`config.mk`:
```
export PLATFORM = sky130hd
export DESIGN_NAME = time_code_frame_decoder
export DESIGN_NICKNAME = d
export VERILOG_FILES = /design/src/design/tcfd_pkg.sv /design/src/design/tcfd_window.sv /design/src/design/tcfd_check.sv /design/src/design/time_code_frame_decoder.sv
export SDC_FILE = /design/constraint.sdc
export NUM_CORES = 1
export LEC_CHECK = 0
export BUFFER_PORTS_ARGS = -buffer_cell sky130_fd_sc_hd__buf_2
export CORE_UTILIZATION = 38
export CTS_BUF_LIST = sky130_fd_sc_hd__clkbuf_16
export CTS_CLUSTER_DIAMETER = 80
export CTS_CLUSTER_SIZE = 20
export DETAILED_ROUTE_END_ITERATION = 10
export SYNTH_ARGS = -nofsm -noshare
export SYNTH_HDL_FRONTEND = slang
export SYNTH_SLANG_ARGS = --single-unit
```
`constraint.sdc`:
```
create_clock -name clk -period 4.3 [get_ports clk]
set_input_delay 0.43 -clock clk [delete_from_list [all_inputs] [get_ports clk]]
set_output_delay 0.43 -clock clk [all_outputs]
set_load 0.02 [all_outputs]
```
`src/design/tcfd_pkg.sv`:
```
`default_nettype none

package tcfd_pkg;

  localparam int WinW     = 64;
  localparam int SymW     = 8;
  localparam int ErrW     = 3;
  localparam int MinuteW  = 7;
  localparam int HourW    = 6;
  localparam int DayW     = 6;
  localparam int MonthW   = 5;
  localparam int YearW    = 8;

  // frame bit positions
  localparam int StartIdx   = 0;
  localparam int MarkIdx    = 20;
  localparam int MinLo      = 21;
  localparam int MinHi      = 28;
  localparam int HourLo     = 29;
  localparam int HourHi     = 35;
  localparam int DateLo     = 36;
  localparam int DateHi     = 58;

  localparam logic [ErrW-1:0] ERR_OK     = 3'd0;
  localparam logic [ErrW-1:0] ERR_START  = 3'd1;
  localparam logic [ErrW-1:0] ERR_MARK   = 3'd2;
  localparam logic [ErrW-1:0] ERR_MINUTE = 3'd3;
  localparam logic [ErrW-1:0] ERR_HOUR   = 3'd4;
  localparam logic [ErrW-1:0] ERR_DATE   = 3'd5;

  typedef struct packed {
    logic               frame_valid;
    logic [ErrW-1:0]    error_code;
    logic [MinuteW-1:0] minute;
    logic [HourW-1:0]   hour;
    logic [DayW-1:0]    day_of_month;
    logic [MonthW-1:0]  month_number;
    logic [YearW-1:0]   year_in_century;
  } frame_res_t;

  // ones digit plus ten times tens digit, 8-bit result; callers truncate
  function automatic logic [7:0] bcd_sum(input logic [3:0] ones, input logic [3:0] tens);
    logic [7:0] t;
    t = {4'd0, tens};
    return {4'd0, ones} + (t << 3) + (t << 1);
  endfunction

endpackage

`default_nettype wire

```
`src/design/tcfd_window.sv`:
```
`default_nettype none

module tcfd_window (
  input  wire logic                      clk,
  input  wire logic                      rst_n,
  input  wire logic                      shift_en,
  input  wire logic                      data_bit,
  output logic [tcfd_pkg::WinW-1:0]      window
);

  logic [tcfd_pkg::WinW-1:0] window_r;
  logic [tcfd_pkg::WinW-1:0] window_nxt;

  // newest bit enters at the top, index 0 falls off
  always_comb begin
    window_nxt = window_r;
    if (shift_en) begin
      window_nxt = {data_bit, window_r[tcfd_pkg::WinW-1:1]};
    end
  end

  always_ff @(posedge clk) begin
    if (!rst_n) begin
      window_r <= '0;
    end else begin
      window_r <= window_nxt;
    end
  end

  assign window = window_r;

endmodule

`default_nettype wire

```
`src/design/tcfd_check.sv`:
```
`default_nettype none

module tcfd_check (
  input  wire logic [tcfd_pkg::WinW-1:0] window,
  output tcfd_pkg::frame_res_t           res
);

  logic            par_min;
  logic            par_hour;
  logic            par_date;
  logic [tcfd_pkg::ErrW-1:0] err;
  logic [7:0]      min_sum;
  logic [7:0]      hour_sum;
  logic [7:0]      day_sum;
  logic [7:0]      month_sum;
  logic [7:0]      year_sum;

  assign par_min  = ^window[tcfd_pkg::MinHi:tcfd_pkg::MinLo];
  assign par_hour = ^window[tcfd_pkg::HourHi:tcfd_pkg::HourLo];
  assign par_date = ^window[tcfd_pkg::DateHi:tcfd_pkg::DateLo];

  always_comb begin
    priority if (window[tcfd_pkg::StartIdx] != 1'b0) err = tcfd_pkg::ERR_START;
    else if (window[tcfd_pkg::MarkIdx] != 1'b1)      err = tcfd_pkg::ERR_MARK;
    else if (par_min)                                 err = tcfd_pkg::ERR_MINUTE;
    else if (par_hour)                                err = tcfd_pkg::ERR_HOUR;
    else if (par_date)                                err = tcfd_pkg::ERR_DATE;
    else                                              err = tcfd_pkg::ERR_OK;
  end

  assign min_sum   = tcfd_pkg::bcd_sum(window[24:21], {1'b0, window[27:25]});
  assign hour_sum  = tcfd_pkg::bcd_sum(window[32:29], {2'b00, window[34:33]});
  assign day_sum   = tcfd_pkg::bcd_sum(window[39:36], {2'b00, window[41:40]});
  assign month_sum = tcfd_pkg::bcd_sum(window[48:45], {3'b000, window[49]});
  assign year_sum  = tcfd_pkg::bcd_sum(window[53:50], window[57:54]);

  always_comb begin
    res             = '0;
    res.error_code  = err;
    if (err == tcfd_pkg::ERR_OK) begin
      res.frame_valid     = 1'b1;
      res.minute          = min_sum[tcfd_pkg::MinuteW-1:0];
      res.hour            = hour_sum[tcfd_pkg::HourW-1:0];
      res.day_of_month    = day_sum[tcfd_pkg::DayW-1:0];
      res.month_number    = month_sum[tcfd_pkg::MonthW-1:0];
      res.year_in_century = year_sum[tcfd_pkg::YearW-1:0];
    end
  end

endmodule

`default_nettype wire

```
`src/design/time_code_frame_decoder.sv`:
```
// A data bit enters the bit window; its check then loads the result register (out_valid).
// One request per cycle while not stalled; the shift window and result register overlap.
// Symbols other than 0 or 1 are accepted but produce no result.
// in_stall rises only when a checked frame is waiting and the result register is stalled.
// Reset (rst_n low, synchronous) clears the bit window to zeros and empties both stages.
`default_nettype none

module time_code_frame_decoder (
  input  wire logic                          clk,
  input  wire logic                          rst_n,
  input  wire logic                          in_valid,
  output logic                               in_stall,
  input  wire logic [tcfd_pkg::SymW-1:0]     in_symbol,
  output logic                               out_valid,
  input  wire logic                          out_stall,
  output logic                               out_frame_valid,
  output logic [tcfd_pkg::ErrW-1:0]          out_error_code,
  output logic [tcfd_pkg::MinuteW-1:0]       out_minute,
  output logic [tcfd_pkg::HourW-1:0]         out_hour,
  output logic [tcfd_pkg::DayW-1:0]          out_day_of_month,
  output logic [tcfd_pkg::MonthW-1:0]        out_month_number,
  output logic [tcfd_pkg::YearW-1:0]         out_year_in_century
);

  logic                      in_acc;
  logic                      data_acc;
  logic                      res_ld;
  logic                      win_vld_r;
  logic                      win_vld_nxt;
  logic                      out_vld_r;
  logic                      out_vld_nxt;
  logic [tcfd_pkg::WinW-1:0] window;
  tcfd_pkg::frame_res_t      chk_res;
  tcfd_pkg::frame_res_t      res_r;

  assign res_ld   = !out_vld_r || !out_stall;
  assign in_stall = win_vld_r && !res_ld;
  assign in_acc   = in_valid && !in_stall;
  assign data_acc = in_acc && (in_symbol[tcfd_pkg::SymW-1:1] == '0);

  tcfd_window u_window (
    .clk      (clk),
    .rst_n    (rst_n),
    .shift_en (data_acc),
    .data_bit (in_symbol[0]),
    .window   (window)
  );

  tcfd_check u_check (
    .window (window),
    .res    (chk_res)
  );

  always_comb begin
    win_vld_nxt = win_vld_r;
    if (data_acc) begin
      win_vld_nxt = 1'b1;
    end else if (res_ld) begin
      win_vld_nxt = 1'b0;
    end
    out_vld_nxt = res_ld ? win_vld_r : out_vld_r;
  end

  always_ff @(posedge clk) begin
    if (!rst_n) begin
      win_vld_r <= 1'b0;
      out_vld_r <= 1'b0;
    end else begin
      win_vld_r <= win_vld_nxt;
      out_vld_r <= out_vld_nxt;
    end
  end

  always_ff @(posedge clk) begin
    if (res_ld && win_vld_r) begin
      res_r <= chk_res;
    end
  end

  assign out_valid           = out_vld_r;
  assign out_frame_valid     = res_r.frame_valid;
  assign out_error_code      = res_r.error_code;
  assign out_minute          = res_r.minute;
  assign out_hour            = res_r.hour;
  assign out_day_of_month    = res_r.day_of_month;
  assign out_month_number    = res_r.month_number;
  assign out_year_in_century = res_r.year_in_century;

  a_valid_code : assert property (@(posedge clk) disable iff (!rst_n)
    out_vld_r |-> (res_r.frame_valid == (res_r.error_code == tcfd_pkg::ERR_OK)))
    else $error("frame_valid disagrees with error code");

  a_zero_on_err : assert property (@(posedge clk) disable iff (!rst_n)
    (out_vld_r && !res_r.frame_valid) |-> (res_r.minute == '0 && res_r.hour == '0 &&
      res_r.day_of_month == '0 && res_r.month_number == '0 &&
      res_r.year_in_century == '0))
    else $error("date fields not cleared on frame error");

  a_stall_cause : assert property (@(posedge clk) disable iff (!rst_n)
    in_stall |-> (win_vld_r && out_vld_r && out_stall))
    else $error("input stalled without a blocked result");

  a_bit_pending : assert property (@(posedge clk) disable iff (!rst_n)
    data_acc |=> win_vld_r)
    else $error("accepted data bit left no pending frame check");

  a_gap_no_result : assert property (@(posedge clk) disable iff (!rst_n)
    (in_acc && !data_acc && !win_vld_r && res_ld) |=> !win_vld_r)
    else $error("ignored symbol created a frame check");

endmodule

`default_nettype wire
```
==> results of run 1 <==
## sequential cells by signal (all words and copies together) (netlist names)
name and cells:
out_month_number 5, out_year_in_century 8, out_error_code 3, out_hour 6, out_day_of_month 6, win_vld_r 1, out_minute 7, u_window.window 64
out_valid 1, out_frame_valid 1
## power by group
part	internal (uW)	leakage (uW)	switching (uW)
Combinational	11.6	0.00107	10.9
Sequential	991	0.000944	0.0416
Clock	382	0.000132	338
## cell families (layout without fill, tap and decap cells)
group | after synthesis | in the layout
buffers and inverters | 44 | 88
muxes | 1 | 1
xor gates and xnor gates | 38 | 38
DFF | 102 | 102
adders and majority gates | 27 | 27
and+or+nand+nor | 185 | 185
AOI/OAI and AO/OA | 84 | 84
## cells in the final DEF (no fill, tap or decap), types with 2 or more instances in the layout
master     synthesis  final
nand2_1          130    130
dfxtp_1           66     66
a21boi_0          66     65
buf_2              1     49
edfxtp_1          36     36
xnor2_1           28     28
inv_1             20     21
ha_1              21     21
nor2_1            18     18
and2_1            15     15
nor2b_1            9      9
clkbuf_16          0      9
a21oi_1            8      8
fa_1               6      6
xor2_1             5      5
a21o_1             5      5
nor3_1             4      4
o21ai_0            4      4
xnor3_1            3      3
nand3_1            4      3
clkinv_2           0      2
clkinv_1           0      2
buf_4              0      2
## path summary, 6_finish.rpt
kind	from	end	slack (ns)
max	u_window.window[54]$_SDFFE_PN0P_	out_year_in_century[6]$_SDFFCE_PP0P_	1.93
max reg2reg	u_window.window[54]$_SDFFE_PN0P_	out_year_in_century[6]$_SDFFCE_PP0P_	1.93
min reg2reg	u_window.window[62]$_SDFFE_PN0P_	u_window.window[62]$_SDFFE_PN0P_	0.46
min	in_symbol[0]	u_window.window[63]$_SDFFE_PN0P_	0.34
## stage by stage
step / util / total power [uW] / instance area (um^2)
after floorplan: - / 1030 / 4750
after global placement: 0.425 / 1040 / 5150
after CTS: 0.446 / 1760 / 5400
after detailed placement: 0.425 / 1040 / 5150
after global routing: 0.446 / 1800 / 5400
final: 0.446 / 1730 / 5400
## cell type report
type                       count  area, um^2
timing repair buffer          51         260
clock inverter                 7        32.5
multi-input combinational    335        2190
sequential                   102        2400
fill                        1200        6710
inverter                      21        81.3
clock buffer                   9         225
tap                          168         210
## per-layer routing
| metal | vias to the layer above | global-route usage | part of all wire |
|---|---|---|---|
| li1 | 1660 | - | - |
| met1 | 1492 | 0.164 | 0.47 |
| met2 | 62 | 0.241 | 0.48 |
| met3 | 4 | 0.0494 | 0.047 |
| met4 | 0 | 0.0364 | 0.0055 |
| met5 | - | 0 | 0 |
## critical path, cell delays in order (launching register included)
cell and delay, ns:
dfxtp_1 0.42, inv_1 0.09, fa_1 0.51, inv_1 0.07
fa_1 0.45, a21o_1 0.19, a21oi_1 0.16, xor2_1 0.16
nor2_1 0.06
==> summary.md, run 1 <==
| Metric | Value |
|---|---|
| CP Data Required Time | `4.40 ns` |
| Hold slack | `0.340 ns` |
| Largest net degree at the start of global routing | `67` |
| CP arrival | `2.46 ns` |
| CTS max path bufs | `2` |
| Die area | `13000 um^2` |
| Max-cap viol count | `0` |
| CTS clk-pin slew, worst paths | `0.06 ns` |
| Chip Height | `114 um` |
| PostCTS Resize Cnt | `0` |
| Slew Limit Headroom | `0.243` |
| VDD IR max | `0.183 mV` |
| Core area | `12100 um^2` |
| Worst hold path class | `in2reg` |
| Io pins | `50` |
| Max FO, Critical Path | `5` |
| Mux contribution to synthesized area | `0.00316` |
| Syn Std Cell Area | `4750 um^2` |
| Clock root buffer | `clkbuf_16` |
| Tmin final | `2.37 ns` |
| Syn. warnings | `0` |
| Mean Syn Cell Area | `9.88 um^2` |
| Pre-CTS setup slack | `1.86 ns` |
| Initial Util | `0.392` |
| DR pass1 iterations | `5` |
| Post-synthesis compound-gate area fraction | `0.126` |
| Layout Cells excl Fill | `693` |
| Post-synth net total | `520` |
| Slew Limit Fails | `0` |
| Vias per cell | `4.64` |
| P&R area growth vs syn | `13.7%` |
| Predominant post-synthesis flop cell | `dfxtp_1` |
| Vias | `3218` |
| Area fraction of the dominant cell type after synthesis | `0.278` |
| ANT cells | `0` |
| Port Buffers | `49` |
| Largest family of logic cells by synthesized area | `simple AND/OR/NAND/NOR gates` |
| Clock skew | `0.00716 ns` |
| Register area share after synthesis | `0.505` |
| Antenna Nets Post-Route | `0` |
| Tightest Pin Transition | `1.14 ns` |
| XOR/XNOR Fraction of Synth Area | `0.0834` |
| H-Tree Depth | `3` |
| Most frequent cell after synthesis | `nand2_1` |
| Cell Rows | `40` |
| Max Clk Rate | `0.422 GHz` |
| Post-synth EDFFs | `36` |
| Critical path type | `reg2reg` |
| Leakage | `0.00215 uW` |
| # placed instances | `677` |
| Setup crit end kind | `flop` |
| Wire length per cell | `11.7 um` |
| Die Wd | `114 um` |
| Unique masters post-synth | `30` |
| Worst r2r path cells | `8` |
| #FFs+latches synth | `102` |
| Power Dens Cells | `321 nW/um^2` |
| Initial DRC count | `200` |
| Final layout net count | `559` |
| Post-DP HPWL | `5110 um` |
| Vias in the first global route | `3126` |
| Yosys top cell by area | `dfxtp_1` |
| # DRC | `0` |
| Clk_lat worst skew | `0.35 ns` |
| Hold Violations, Final | `0` |
| Status | `complete, no violations` |
| GR Overflow Total | `0` |
| Total Wirelength | `8130 um` |
| Synth top area cells | `dfxtp_1 28%, edfxtp_1 23%, a21boi_0 10%, nand2_1 10%, ha_1 5.5%` |
| Setup TNS | `0 ns` |
| FFs w/ async S/R, synth | `0` |
| Fin crit share | `0.550` |
| Post-CTS Setup Bufs | `0` |
| Final Setup Violations | `0` |
| CTS tree | `done` |
| Simple-Gate Fraction of Synth Area | `0.164` |
| Initial antenna violation count | `0` |
| # hold bufs at CTS | `0` |
| GPL Wtd Cong | `0.722` |
| Mapped Cells | `481` |
| Clock sink total | `102` |
| Post-synthesis adder-cell area fraction | `0.0805` |
| CP startpoint kind | `flop` |
| Final worst slack | `1.93 ns` |
| Synth top cells by count | `130 x nand2_1, 66 x a21boi_0, 66 x dfxtp_1` |
| Layout cells sized above 1 | `0.133` |
| Tot GR Track Use | `0.139` |
| Hold Path Depth | `3` |
| First-pass GRT wire length | `14200 um` |
| Unrepaired setup endpoints after global routing | `no` |
| Total CTS buffers | `9` |
No activity file was read; power rests on OpenSTA's default activity.
==> inputs of run 2 (changes only) <==
ABC_AREA = 1   (was unset)
clock period = 2.1 ns   (was 4.3 ns; I/O delays follow)
==> summary.md, run 2 <==
| Metric | Value |
|---|---|
| R2R Setup Slk | `0.05 ns (was 1.93 ns)` |
| Clk_lat worst skew | `0.34 ns (was 0.35 ns)` |
| Register area share after synthesis | `0.492 (was 0.505)` |
| Hold Violations, Final | `0 (unchanged)` |
| Met3 usage | `0.0248 (was 0.0494)` |
| Total CTS buffers | `9 (unchanged)` |
| Final core occ | `0.463 (was 0.446)` |
| Worst hold path class | `in2reg (unchanged)` |
| Predominant post-synthesis flop cell | `dfxtp_1 (unchanged)` |
| Max-cap viol count | `0 (unchanged)` |
| Mean Syn Cell Area | `8.74 um^2 (was 9.88 um^2)` |
| Tightest Pin Transition | `0.476 ns (was 1.14 ns)` |
| DR pass1 iterations | `4 (was 5)` |
| Max Clk Rate | `0.487 GHz (was 0.422 GHz)` |
| Tot Pwr | `3780 uW (was 1730 uW)` |
| Slew Limit Fails | `0 (unchanged)` |
| Fin crit share | `0.977 (was 0.550)` |
| Post-DP HPWL | `5740 um (was 5110 um)` |
| Unrepaired setup endpoints after global routing | `yes (was no)` |
| Post-synth net total | `598 (was 520)` |
| Synth top area cells | `dfxtp_1 27%, edfxtp_1 22%, nand2_1 6.1%, nor2_1 5.7%, o21ai_0 5.4% (was dfxtp_1 28%, edfxtp_1 23%, a21boi_0 10%, nand2_1 10%, ha_1 5.5%)` |
| Syn. warnings | `0 (unchanged)` |
| Most Crowded Layer GR | `met2 (unchanged)` |
| Unique masters post-synth | `32 (was 30)` |
| P&R area growth vs syn | `19.1% (was 13.7%)` |
| CTS max path bufs | `2 (unchanged)` |
| Final layout net count | `656 (was 559)` |
| Vias | `3626 (was 3218)` |
| CP Data Required Time | `2.20 ns (was 4.40 ns)` |
| Mapped Cells | `559 (was 481)` |
| CTS tree | `done (unchanged)` |
| # hold bufs at CTS | `0 (unchanged)` |
| Final Setup Violations | `0 (unchanged)` |
| Die Wd | `115 um (was 114 um)` |
| Synth top cells by count | `79 x nand2_1, 74 x nor2_1, 66 x dfxtp_1, 66 x inv_1, 53 x o21ai_0 (was 130 x nand2_1, 66 x a21boi_0, 66 x dfxtp_1)` |
| FFs w/ async S/R, synth | `0 (unchanged)` |
| Post-synth EDFFs | `36 (unchanged)` |
| Number of flip-flops in the largest register | `64 (unchanged)` |
| Slew Limit Headroom | `0.683 (was 0.243)` |
| Hold wc startpoint | `in_symbol[0] (unchanged)` |
| Layout cells sized above 1 | `0.241 (was 0.133)` |
| Io pins | `50 (unchanged)` |
| Initial Util | `0.389 (was 0.392)` |
| # DRC | `0 (unchanged)` |
| Largest net degree at the start of global routing | `85 (was 67)` |
| Die area | `13300 um^2 (was 13000 um^2)` |
| CTS clk-pin slew, worst paths | `0.07 ns (was 0.06 ns)` |
| Clock sink total | `102 (unchanged)` |
| ANT cells | `0 (unchanged)` |
| Clock skew | `0.00929 ns (was 0.00716 ns)` |
| Core area | `12600 um^2 (was 12100 um^2)` |
| Status | `complete, no violations (unchanged)` |
| Tmin final | `2.05 ns (was 2.37 ns)` |
| Cell Rows | `41 (was 40)` |
| Initial antenna violation count | `0 (unchanged)` |
| Antenna Nets Post-Route | `0 (unchanged)` |
| CP arrival | `2.15 ns (was 2.46 ns)` |
| Area fraction of the dominant cell type after synthesis | `0.270 (was 0.278)` |
| VDD IR max | `0.339 mV (was 0.183 mV)` |
| Clock root buffer | `clkbuf_16 (unchanged)` |
| Initial DRC count | `142 (was 200)` |
| Most common cell after layout, fill and taps aside | `nand2_1 (unchanged)` |
| H-Tree Depth | `3 (unchanged)` |
| Leakage | `0.00243 uW (was 0.00215 uW)` |
| Worst r2r path cells | `8 (unchanged)` |
| Hold Path Depth | `3 (unchanged)` |
| Hold Path Sink | `u_window.window[63]$_SDFFE_PN0P_ (unchanged)` |
| Reg-to-reg endpoint | `out_year_in_century[4]$_SDFFCE_PP0P_ (was out_year_in_century[6]$_SDFFCE_PP0P_)` |
| Most frequent cell after synthesis | `nand2_1 (unchanged)` |
| Setup crit end kind | `flop (unchanged)` |
| Power Dens Cells | `650 nW/um^2 (was 321 nW/um^2)` |
| R2r startpoint | `u_window.window[54]$_SDFFE_PN0P_ (unchanged)` |
| GPL Wtd Cong | `0.761 (was 0.722)` |
| #FFs+latches synth | `102 (unchanged)` |
| Total Wirelength | `8430 um (was 8130 um)` |
| Critical path type | `reg2reg (unchanged)` |
| Port Buffers | `49 (unchanged)` |
| Yosys top cell by area | `dfxtp_1 (unchanged)` |
| GR Overflow Total | `0 (unchanged)` |
| Vias in the first global route | `3331 (was 3126)` |
| CP startpoint kind | `flop (unchanged)` |
| Chip Height | `115 um (was 114 um)` |
| Max FO, Critical Path | `2 (was 5)` |
| GR Util met1 | `0.158 (was 0.164)` |
| Tot GR Track Use | `0.138 (was 0.139)` |
| Met2 Usage GRT | `0.245 (was 0.241)` |
| Vias per cell | `4.57 (was 4.64)` |
| First-pass GRT wire length | `14500 um (was 14200 um)` |
| Syn Std Cell Area | `4880 um^2 (was 4750 um^2)` |
| Most frequent cells in the layout | `77 x nand2_1, 73 x nor2_1, 61 x inv_1 (was 130 x nand2_1, 66 x dfxtp_1, 65 x a21boi_0)` |
| Wire length per cell | `10.6 um (was 11.7 um)` |
[run 2: kinds of logic (layout without fill, tap and decap cells)]
logic type | Yosys count | count (layout) | synth area share
AO/OA/AOI/OAI | 108 | 108 | 0.117
XOR/XNOR | 25 | 25 | 0.0448
flip-flops | 102 | 102 | 0.492
AND/OR/NAND/NOR | 205 | 205 | 0.189
adder cells (fa/ha/maj) | 27 | 27 | 0.0784
buffers and inverters | 92 | 155 | 0.0797
[run 2: layout make-up]
| cell class | count | area (um^2) |
|---|---|---|
| fill | 1241 | 6750 |
| sequential | 102 | 2420 |
| multi-input combinational | 365 | 2150 |
| timing repair buffer | 71 | 478 |
| inverter | 68 | 255 |
| clock buffer | 10 | 250 |
| tap | 172 | 215 |
| clock inverter | 6 | 48.8 |
[run 2: worst max-delay path by stage]
stage                                           endpoint  slack (ns)  cells after the start                        startpoint
floorplan           out_year_in_century[6]$_SDFFCE_PP0P_        0.02                      9  u_window.window[53]$_SDFFE_PN0P_
global placement    out_year_in_century[6]$_SDFFCE_PP0P_       -0.02                      9  u_window.window[53]$_SDFFE_PN0P_
detailed placement  out_year_in_century[7]$_SDFFCE_PP0P_       -0.08                      9  u_window.window[53]$_SDFFE_PN0P_
CTS                 out_year_in_century[6]$_SDFFCE_PP0P_       0.003                      9  u_window.window[53]$_SDFFE_PN0P_
global route                 out_minute[5]$_SDFFCE_PP0P_       -0.01                     10  u_window.window[27]$_SDFFE_PN0P_
finish              out_year_in_century[4]$_SDFFCE_PP0P_        0.05                      8  u_window.window[54]$_SDFFE_PN0P_
[run 2: worst max-delay path: stages, from the launching register on]
cell     delay (ns)
dfxtp_2        0.33
inv_2          0.04
fa_1           0.55
inv_2          0.06
fa_2           0.35
buf_4          0.14
buf_4          0.12
xnor2_1        0.15
nor2_1         0.06
[run 2: power by group]
part	total [uW]	switching [uW]	internal, uW	leakage [uW]
Clock	1640	747	894	0.000147
Combinational	104	63.3	40.7	0.00134
Sequential	2040	4.16	2030	0.000942
Total	3780	814	2970	0.00243
[run 2: metal layers]
metal	share of wire	wire, um	vias up
li1	-	-	1918
met1	0.47	3980	1664
met2	0.49	4140	32
met3	0.018	153	12
met4	0.019	158	0
met5	0	0	-
[run 2: what timing repair did]
action,4_1_cts,5_1_grt
resized for setup,4,22
cloned,0,1
pin swaps,0,17
endpoints found under the setup margin,3,35
buffers inserted,0,5
[run 2: through the flow]
step,instances,setup WS (ns),instance area [um^2],hold slack (ns),setup TNS [ns]
after floorplan,559,0.0175,4890,0.349,0
after global placement,772,-0.0236,5400,0.455,-0.0308
after detailed placement,772,-0.0806,5400,0.467,-0.207
after CTS,788,0.00287,5700,0.112,0
after global routing,794,-0.0148,5820,0.125,-0.0335
final,794,0.0473,5820,0.113,0
